<file path="config.mk">
export PLATFORM = sky130hd
export DESIGN_NAME = video_frame_deframer_top_flat
export DESIGN_NICKNAME = d
export VERILOG_FILES = /design/src/rtl/vfd_pkg.sv /design/src/rtl/vfd_req_if.sv /design/src/rtl/vfd_rsp_if.sv /design/src/rtl/video_frame_deframer_top.sv /design/src/rtl/vfd_parser.sv /design/src/rtl/vfd_out_buffer.sv /design/src/flat_wrapper.sv
export SDC_FILE = /design/constraint.sdc
export NUM_CORES = 1
export LEC_CHECK = 0
export BUFFER_PORTS_ARGS = -buffer_cell sky130_fd_sc_hd__buf_4
export CAP_MARGIN = 20
export CORE_MARGIN = 2
export CORE_UTILIZATION = 35
export CTS_CLUSTER_SIZE = 24
export DETAILED_ROUTE_END_ITERATION = 10
export MAX_ROUTING_LAYER = met4
export PLACE_DENSITY = 0.57
export SETUP_SLACK_MARGIN = 0.5
export SLEW_MARGIN = 20
export SYNTH_ARGS = -nofsm -noshare
export SYNTH_HDL_FRONTEND = slang
export SYNTH_SLANG_ARGS = --single-unit
</file>
<file path="constraint.sdc">
create_clock -name clock -period 36 [get_ports clock]
set_input_delay 0 -clock clock [delete_from_list [all_inputs] [get_ports clock]]
set_output_delay 0 -clock clock [all_outputs]
set_load 0.005 [all_outputs]
</file>
<file path="src/rtl/vfd_pkg.sv">
// shared constants and types for the video frame deframer
package vfd_pkg;

   localparam int LENGTH_BITS  = 27;
   localparam int CFG_BITS     = 27;
   localparam int HDR_IDX_BITS = 5;

   localparam logic [31:0] FRAME_MAGIC      = 32'h4f4d_4f46;
   localparam logic [31:0] HARD_MAX_PAYLOAD = 32'h0400_0000;
   localparam logic [31:0] LEN_MASK         = 32'((64'd1 << LENGTH_BITS) - 64'd1);
   localparam int          BPP_SHIFT        = 2;

   localparam logic [HDR_IDX_BITS-1:0] HDR_MAGIC_FIRST  = 5'd0;
   localparam logic [HDR_IDX_BITS-1:0] HDR_MAGIC_LAST   = 5'd3;
   localparam logic [HDR_IDX_BITS-1:0] HDR_WIDTH_FIRST  = 5'd6;
   localparam logic [HDR_IDX_BITS-1:0] HDR_WIDTH_LAST   = 5'd7;
   localparam logic [HDR_IDX_BITS-1:0] HDR_HEIGHT_FIRST = 5'd8;
   localparam logic [HDR_IDX_BITS-1:0] HDR_HEIGHT_LAST  = 5'd9;
   localparam logic [HDR_IDX_BITS-1:0] HDR_STRIDE_FIRST = 5'd12;
   localparam logic [HDR_IDX_BITS-1:0] HDR_STRIDE_LAST  = 5'd15;
   localparam logic [HDR_IDX_BITS-1:0] HDR_ID_FIRST     = 5'd16;
   localparam logic [HDR_IDX_BITS-1:0] HDR_ID_LAST      = 5'd19;
   localparam logic [HDR_IDX_BITS-1:0] HDR_LEN_FIRST    = 5'd20;
   localparam logic [HDR_IDX_BITS-1:0] HDR_LEN_LAST     = 5'd23;
   localparam logic [HDR_IDX_BITS-1:0] HDR_FINAL        = HDR_LEN_LAST;

   localparam logic PHASE_HEADER  = 1'b0;
   localparam logic PHASE_PAYLOAD = 1'b1;

   localparam logic [1:0] ERR_NONE       = 2'd0;
   localparam logic [1:0] ERR_BAD_MAGIC  = 2'd1;
   localparam logic [1:0] ERR_ZERO_DIM   = 2'd2;
   localparam logic [1:0] ERR_BAD_LENGTH = 2'd3;

   localparam logic [CFG_BITS-1:0] CFG_RESET = CFG_BITS'(HARD_MAX_PAYLOAD);

   typedef struct packed {
      logic        payload_valid;
      logic [7:0]  payload_byte;
      logic        last_of_frame;
      logic        header_done;
      logic [15:0] frame_width;
      logic [15:0] frame_height;
      logic [31:0] row_stride;
      logic [31:0] frame_number;
      logic [26:0] payload_length;
      logic        error_flag;
      logic [1:0]  error_code;
   } vfd_result_type;

endpackage

</file>
<file path="src/rtl/vfd_req_if.sv">
// input byte stream channel
interface vfd_req_if;
   logic       valid;
   logic       ready;
   logic [7:0] data_byte;

   modport source (output valid, output data_byte, input ready);
   modport sink (input valid, input data_byte, output ready);
endinterface

</file>
<file path="src/rtl/vfd_rsp_if.sv">
// result channel carrying payload bytes and header status
interface vfd_rsp_if;
   logic        valid;
   logic        ready;
   logic        payload_valid;
   logic [7:0]  payload_byte;
   logic        last_of_frame;
   logic        header_done;
   logic [15:0] frame_width;
   logic [15:0] frame_height;
   logic [31:0] row_stride;
   logic [31:0] frame_number;
   logic [26:0] payload_length;
   logic        error_flag;
   logic [1:0]  error_code;

   modport source (
      output valid, output payload_valid, output payload_byte, output last_of_frame,
      output header_done, output frame_width, output frame_height, output row_stride,
      output frame_number, output payload_length, output error_flag, output error_code,
      input ready
   );
   modport sink (
      input valid, input payload_valid, input payload_byte, input last_of_frame,
      input header_done, input frame_width, input frame_height, input row_stride,
      input frame_number, input payload_length, input error_flag, input error_code,
      output ready
   );
endinterface

</file>
<file path="src/rtl/video_frame_deframer_top.sv">
// video frame deframer: splits a byte stream into checked headers and payload beats
//
// One input beat is taken every clock cycle while the output buffer has room and
// yields exactly one result beat, so the block runs at one byte per cycle unless
// the result channel stalls; the parser works out a byte's result combinationally
// and it lands in a two-entry output buffer, so a new byte is still taken while
// one finished result waits on the result channel. Each result is registered in
// the output buffer before it is offered. The maximum payload length register may
// be written at any time and takes effect at the next header check.
module video_frame_deframer_top import vfd_pkg::*; (
   input  logic                clock,
   input  logic                reset,
   vfd_req_if.sink             req_chan,
   vfd_rsp_if.source           rsp_chan,
   input  logic                csr_write_enable,
   input  logic [CFG_BITS-1:0] csr_write_data
);

   logic           has_room;
   logic           in_accept;
   logic           out_accept;
   vfd_result_type result;
   vfd_result_type head;

   assign req_chan.ready = has_room;
   assign in_accept      = req_chan.valid && has_room;
   assign out_accept     = rsp_chan.valid && rsp_chan.ready;

   vfd_parser u_parser (
      .clock            (clock),
      .reset            (reset),
      .in_accept        (in_accept),
      .in_byte          (req_chan.data_byte),
      .csr_write_enable (csr_write_enable),
      .csr_write_data   (csr_write_data),
      .result           (result)
   );

   vfd_out_buffer u_out_buffer (
      .clock     (clock),
      .reset     (reset),
      .push      (in_accept),
      .push_data (result),
      .has_room  (has_room),
      .pop       (out_accept),
      .not_empty (rsp_chan.valid),
      .head      (head)
   );

   assign rsp_chan.payload_valid  = head.payload_valid;
   assign rsp_chan.payload_byte   = head.payload_byte;
   assign rsp_chan.last_of_frame  = head.last_of_frame;
   assign rsp_chan.header_done    = head.header_done;
   assign rsp_chan.frame_width    = head.frame_width;
   assign rsp_chan.frame_height   = head.frame_height;
   assign rsp_chan.row_stride     = head.row_stride;
   assign rsp_chan.frame_number   = head.frame_number;
   assign rsp_chan.payload_length = head.payload_length;
   assign rsp_chan.error_flag     = head.error_flag;
   assign rsp_chan.error_code     = head.error_code;

endmodule

</file>
<file path="src/rtl/vfd_parser.sv">
// header parser and payload tracker, one byte per accepted beat
module vfd_parser import vfd_pkg::*; (
   input  logic                clock,
   input  logic                reset,
   input  logic                in_accept,
   input  logic [7:0]          in_byte,
   input  logic                csr_write_enable,
   input  logic [CFG_BITS-1:0] csr_write_data,
   output vfd_result_type      result
);

   logic                   phase_ff, phase_in;
   logic [LENGTH_BITS-1:0] count_ff, count_in, count_plus;
   logic [31:0]            magic_ff, magic_in;
   logic [15:0]            width_ff, width_in;
   logic [15:0]            height_ff, height_in;
   logic [31:0]            stride_ff, stride_in;
   logic [31:0]            id_ff, id_in;
   logic [31:0]            length_ff, length_in;
   logic [CFG_BITS-1:0]    max_len_ff;
   logic [HDR_IDX_BITS-1:0] hdr_idx;
   logic [31:0]            limit_a, limit;
   logic [31:0]            stride_out;
   logic [1:0]             code;

   assign count_plus = count_ff + LENGTH_BITS'(1);
   assign hdr_idx    = count_ff[HDR_IDX_BITS-1:0];

   assign limit_a = (32'(max_len_ff) > HARD_MAX_PAYLOAD) ? HARD_MAX_PAYLOAD : 32'(max_len_ff);
   assign limit   = (limit_a > LEN_MASK) ? LEN_MASK : limit_a;

   assign stride_out = (stride_in != 32'd0) ? stride_in : (32'(width_in) << BPP_SHIFT);

   always_comb begin
      if (magic_in != FRAME_MAGIC) begin
         code = ERR_BAD_MAGIC;
      end else if (width_in == 16'd0 || height_in == 16'd0) begin
         code = ERR_ZERO_DIM;
      end else if (length_in == 32'd0 || length_in > limit) begin
         code = ERR_BAD_LENGTH;
      end else begin
         code = ERR_NONE;
      end
   end

   always_comb begin
      phase_in  = phase_ff;
      count_in  = count_ff;
      magic_in  = magic_ff;
      width_in  = width_ff;
      height_in = height_ff;
      stride_in = stride_ff;
      id_in     = id_ff;
      length_in = length_ff;
      result    = '0;

      if (phase_ff == PHASE_HEADER) begin
         unique case (hdr_idx) inside
            [HDR_MAGIC_FIRST:HDR_MAGIC_LAST]:   magic_in  = {magic_ff[23:0], in_byte};
            [HDR_WIDTH_FIRST:HDR_WIDTH_LAST]:   width_in  = {width_ff[7:0], in_byte};
            [HDR_HEIGHT_FIRST:HDR_HEIGHT_LAST]: height_in = {height_ff[7:0], in_byte};
            [HDR_STRIDE_FIRST:HDR_STRIDE_LAST]: stride_in = {stride_ff[23:0], in_byte};
            [HDR_ID_FIRST:HDR_ID_LAST]:         id_in     = {id_ff[23:0], in_byte};
            [HDR_LEN_FIRST:HDR_LEN_LAST]:       length_in = {length_ff[23:0], in_byte};
            default: ;
         endcase
      end

      if (phase_ff == PHASE_PAYLOAD || hdr_idx == HDR_FINAL) begin
         result.frame_width    = width_in;
         result.frame_height   = height_in;
         result.row_stride     = stride_out;
         result.frame_number   = id_in;
         result.payload_length = 27'(length_in & LEN_MASK);
      end

      if (phase_ff == PHASE_PAYLOAD) begin
         result.payload_valid = 1'b1;
         result.payload_byte  = in_byte;
         if (32'(count_plus) == length_ff) begin
            result.last_of_frame = 1'b1;
            phase_in             = PHASE_HEADER;
            count_in             = '0;
         end else begin
            count_in = count_plus;
         end
      end else if (hdr_idx != HDR_FINAL) begin
         count_in = count_plus;
      end else begin
         count_in = '0;
         if (code != ERR_NONE) begin
            result.error_flag = 1'b1;
            result.error_code = code;
         end else begin
            result.header_done = 1'b1;
            phase_in           = PHASE_PAYLOAD;
         end
      end
   end

   always_ff @(posedge clock) begin
      if (reset) begin
         phase_ff   <= PHASE_HEADER;
         count_ff   <= '0;
         max_len_ff <= CFG_RESET;
      end else begin
         if (in_accept) begin
            phase_ff <= phase_in;
            count_ff <= count_in;
         end
         if (csr_write_enable) begin
            max_len_ff <= csr_write_data;
         end
      end
   end

   always_ff @(posedge clock) begin
      if (in_accept) begin
         magic_ff  <= magic_in;
         width_ff  <= width_in;
         height_ff <= height_in;
         stride_ff <= stride_in;
         id_ff     <= id_in;
         length_ff <= length_in;
      end
   end

endmodule

</file>
<file path="src/rtl/vfd_out_buffer.sv">
// two-entry result buffer between parser and result channel
module vfd_out_buffer import vfd_pkg::*; (
   input  logic           clock,
   input  logic           reset,
   input  logic           push,
   input  vfd_result_type push_data,
   output logic           has_room,
   input  logic           pop,
   output logic           not_empty,
   output vfd_result_type head
);

   logic [1:0]     count_ff, count_in;
   vfd_result_type slot_ff [2];
   vfd_result_type slot0_in, slot1_in;

   assign has_room  = (count_ff != 2'd2);
   assign not_empty = (count_ff != 2'd0);
   assign head      = slot_ff[0];

   always_comb begin
      count_in = count_ff;
      slot0_in = slot_ff[0];
      slot1_in = slot_ff[1];
      if (push && pop) begin
         if (count_ff == 2'd1) begin
            slot0_in = push_data;
         end else begin
            slot0_in = slot_ff[1];
            slot1_in = push_data;
         end
      end else if (push) begin
         count_in = count_ff + 2'd1;
         if (count_ff == 2'd0) begin
            slot0_in = push_data;
         end else begin
            slot1_in = push_data;
         end
      end else if (pop) begin
         count_in = count_ff - 2'd1;
         slot0_in = slot_ff[1];
      end
   end

   always_ff @(posedge clock) begin
      if (reset) begin
         count_ff <= '0;
      end else begin
         count_ff <= count_in;
      end
   end

   always_ff @(posedge clock) begin
      slot_ff[0] <= slot0_in;
      slot_ff[1] <= slot1_in;
   end

endmodule

</file>
<file path="src/flat_wrapper.sv">
// flat-port wrapper written by rule: the top's interface ports become plain ports
module video_frame_deframer_top_flat import vfd_pkg::*;
  (clock, reset, csr_write_enable, csr_write_data, req_chan_valid, req_chan_data_byte, req_chan_ready, rsp_chan_valid, rsp_chan_payload_valid, rsp_chan_payload_byte, rsp_chan_last_of_frame, rsp_chan_header_done, rsp_chan_frame_width, rsp_chan_frame_height, rsp_chan_row_stride, rsp_chan_frame_number, rsp_chan_payload_length, rsp_chan_error_flag, rsp_chan_error_code, rsp_chan_ready);
  vfd_req_if req_chan_i ();
  vfd_rsp_if rsp_chan_i ();
  input  logic clock;
  input  logic reset;
  input  logic csr_write_enable;
  input  logic [CFG_BITS-1:0] csr_write_data;
  input wire logic [$bits(req_chan_i.valid)-1:0] req_chan_valid;
  input wire logic [$bits(req_chan_i.data_byte)-1:0] req_chan_data_byte;
  output wire logic [$bits(req_chan_i.ready)-1:0] req_chan_ready;
  output wire logic [$bits(rsp_chan_i.valid)-1:0] rsp_chan_valid;
  output wire logic [$bits(rsp_chan_i.payload_valid)-1:0] rsp_chan_payload_valid;
  output wire logic [$bits(rsp_chan_i.payload_byte)-1:0] rsp_chan_payload_byte;
  output wire logic [$bits(rsp_chan_i.last_of_frame)-1:0] rsp_chan_last_of_frame;
  output wire logic [$bits(rsp_chan_i.header_done)-1:0] rsp_chan_header_done;
  output wire logic [$bits(rsp_chan_i.frame_width)-1:0] rsp_chan_frame_width;
  output wire logic [$bits(rsp_chan_i.frame_height)-1:0] rsp_chan_frame_height;
  output wire logic [$bits(rsp_chan_i.row_stride)-1:0] rsp_chan_row_stride;
  output wire logic [$bits(rsp_chan_i.frame_number)-1:0] rsp_chan_frame_number;
  output wire logic [$bits(rsp_chan_i.payload_length)-1:0] rsp_chan_payload_length;
  output wire logic [$bits(rsp_chan_i.error_flag)-1:0] rsp_chan_error_flag;
  output wire logic [$bits(rsp_chan_i.error_code)-1:0] rsp_chan_error_code;
  input wire logic [$bits(rsp_chan_i.ready)-1:0] rsp_chan_ready;
  assign req_chan_i.valid = req_chan_valid;
  assign req_chan_i.data_byte = req_chan_data_byte;
  assign req_chan_ready = req_chan_i.ready;
  assign rsp_chan_valid = rsp_chan_i.valid;
  assign rsp_chan_payload_valid = rsp_chan_i.payload_valid;
  assign rsp_chan_payload_byte = rsp_chan_i.payload_byte;
  assign rsp_chan_last_of_frame = rsp_chan_i.last_of_frame;
  assign rsp_chan_header_done = rsp_chan_i.header_done;
  assign rsp_chan_frame_width = rsp_chan_i.frame_width;
  assign rsp_chan_frame_height = rsp_chan_i.frame_height;
  assign rsp_chan_row_stride = rsp_chan_i.row_stride;
  assign rsp_chan_frame_number = rsp_chan_i.frame_number;
  assign rsp_chan_payload_length = rsp_chan_i.payload_length;
  assign rsp_chan_error_flag = rsp_chan_i.error_flag;
  assign rsp_chan_error_code = rsp_chan_i.error_code;
  assign rsp_chan_i.ready = rsp_chan_ready;
  video_frame_deframer_top u_core (.clock(clock), .reset(reset), .req_chan(req_chan_i), .rsp_chan(rsp_chan_i), .csr_write_enable(csr_write_enable), .csr_write_data(csr_write_data));
endmodule
</file>
==> metrics.csv <==
metric,value,unit
routed_wl,57800,um
whs,154,ps
cts_tree,done,
cts_buffers,51,
crit_type,register to register,
cts.sinks,491,
ys_seq_area_frac,0.598,
avgSynthCellArea,12.8,um2
outcome,completed,
yosys-top-cells-area,"edfxtp_1 55%, mux2_2 9.4%, dfxtp_1 4.8%",
drc_errors,0,
slowest_delay,940,ps
slew_headroom,0.363,
final.setup.worst_slack,31280,ps
start_util,0.353,
crit_top_cell,ha_1,
synth_most_common_cell,edfxtp_1,
netlist_area,0.0237,mm2
finalWeightedCongestion,0.881,
finalNetCount,2034,
first_pass_iters,7,
hpwl,38100,um
critical_path_cell_count,11,
ys_seq_elements,491,
path_delay_family,simple AND/OR/NAND/NOR gates,
power,1.77,mW
die-width,264,um
final-setup-viol-count,0,
ys_top_cells_by_count,"434 x edfxtp_1, 198 x mux2_2, 162 x nor2_1",
dieArea,0.0698,mm2
grt_max_degree,153,
grt_usage,0.167,
via_per_inst,5.07,
async_flop_share,0,
vias,14600,
cp_num_buf_inv,2,
drive_above_1_share,0.252,
cts-htree-levels,2,
tns,0,ps
syn_nets,1930,
min_delay_path_depth,5,
fmax,212,MHz
clock_path_buffers,3,
rows,95,
finalCritPeriodShare,0.131,
tightest_slew,956,ps
synth_cells,1855,
leakage,10.3,nW
antenna_found_initial,1,
rr_worst_depth,11,
grt_first_pass_wirelength,88200,um
yosys.area.top_type,edfxtp_1,
crit_fanout,36,
finalMaxSlewViolations,0,
arrival,5010,ps
core,0.0672,mm2
yosys_warnings,0,
period_minus_slack,4720,ps
ant_nets,0,
skew,31.9,ps
clk_pin_slew,60,ps
synth_ff_type,edfxtp_1,
cts_resized,0,
cp-end-kind,register,
clkLatencyLatePin,610,ps
ir_worst_vdd,54.2,uV
synth_top_area_share,0.550,
cp_cell_sequence,ha_1 -> nand3_2 -> inv_2 -> ha_1 -> o21ai_4 -> buf_4 -> mux2i_1 -> o2111a_1 -> nand4_1 -> nand2_1 -> o31ai_1,
hold_viol,0,
crit_path_top_delay_cell,nand2_1,
maxCapViolations,0,
rsz0062_at_grt,no,
required,36290,ps
synth_edf_count,434,
die_h,264,um
boundaryPins,179,
final_cells,2875,
first_global_vias,14600,
p_per_area,64.0,mW/mm2
netlist-cell-type-count,71,
grt_overflow_total,0,
placed_cells,2689,
cts_root_buffer,clkbuf_16,
drt-initial-drc-count,1012,
start_kind,register,
pre_cts_slack,31380,ps
io_buffers,178,
wl_per_cell,20.1,um
syn2layout_area_growth,16.9,%
min_path_type,primary input to register,
==> per-layer routing <==
metal / wire length, um / global-route usage / vias up / share of wire
li1: - / - / 6857 / -
met1: 25600 / 0.212 / 7269 / 0.44
met2: 28300 / 0.274 / 365 / 0.49
met3: 2650 / 0.0295 / 89 / 0.046
met4: 1220 / 0.0458 / 0 / 0.021
met5: 0 / - / - / 0
==> registers in the layout, indices dropped and copies added, names as in the netlist <==
register,count
u_core.u_parser.width_ff,16
u_core.u_parser.length_ff,32
u_core.u_out_buffer.count_ff,2
u_core.u_parser.id_ff,32
u_core.u_parser.height_ff,16
u_core.u_out_buffer.slot_ff,274
u_core.u_parser.magic_ff,32
u_core.u_parser.stride_ff,32
u_core.u_parser.count_ff,27
u_core.u_parser.phase_ff,1
u_core.u_parser.max_len_ff,27
==> tightest hold or removal path, cell delays in order <==
cell and delay [ps]:
buf_4 70, nor2b_1 270, ha_1 220, mux2i_1 80, nor2_1 70
==> cell type report <==
type / instances / area [um2]
clock buffers: 57 / 1300
multi-input cells: 1030 / 7810
diodes: 1 / 2.50
clock inverters: 38 / 554
repair buffers: 280 / 2380
well taps: 873 / 1090
flip-flops and latches: 491 / 14200
fillers: 6146 / 39400
inverters: 105 / 399
==> cell families (layout without fill, tap and decap cells) <==
logic type                 after synthesis  in the layout  share of synthesized area
other                                    0              1                          0
and+or+nand+nor                        493            493                      0.106
adders and majority gates               35             35                     0.0185
muxes                                  310            310                      0.141
DFF                                    491            491                      0.598
buffers and inverters                  334            480                     0.0759
xor gates and xnor gates                36             36                     0.0133
AOI/OAI and AO/OA                      156            156                     0.0469
==> cells in the final DEF, fill, tap and decap left out, types with 13 or more instances in the layout <==
cell type / netlist / final
nor2_1: 162 / 161
o31ai_1: 19 / 19
bufinv_16: 0 / 13
nand2_1: 92 / 92
mux2i_1: 112 / 112
nor3_1: 25 / 25
edfxtp_1: 434 / 434
dfxtp_1: 57 / 57
o21a_1: 18 / 18
mux2_2: 198 / 198
nand4_1: 26 / 26
clkbuf_16: 0 / 51
xnor2_1: 27 / 27
buf_4: 138 / 186
a21oi_1: 29 / 28
ha_1: 35 / 35
and2_1: 42 / 42
nand3_1: 37 / 37
inv_1: 101 / 101
nor4_1: 29 / 29
o21ai_0: 17 / 17
dlygate4sd3_1: 0 / 90
==> where the power goes <==
part | total (mW) | switching (mW) | leakage (nW) | internal, mW
clock network | 0.583 | 0.229 | 0.902 | 0.354
registers | 0.844 | 0.0514 | 4.46 | 0.793
logic | 0.347 | 0.190 | 4.91 | 0.156
==> final timing paths <==
path | from | slack (ps) | end
max | u_core.u_parser.count_ff[0] | 31280 | u_core.u_out_buffer.slot_ff[0][90]
min | rsp_chan_ready | 150 | u_core.u_out_buffer.count_ff[1]
max reg2reg | u_core.u_parser.count_ff[0] | 31280 | u_core.u_out_buffer.slot_ff[0][90]
min reg2reg | u_core.u_parser.count_ff[26] | 500 | u_core.u_parser.count_ff[26]
==> through the flow <==
stage          area (um2)  utilization
2_1_floorplan       23700            -
3_3_place_gp        24900        0.371
3_5_place_dp        24900        0.371
4_1_cts             27700        0.412
5_1_grt             27700        0.413
6_report            27700        0.413
==> what timing repair did <==
action | 4_1_cts | 5_1_grt
endpoints found under the hold margin | 83 | 0
hold buffers | 90 | 0
setup buffers | 0 | 0
No activity file was read; power rests on OpenSTA's default activity.
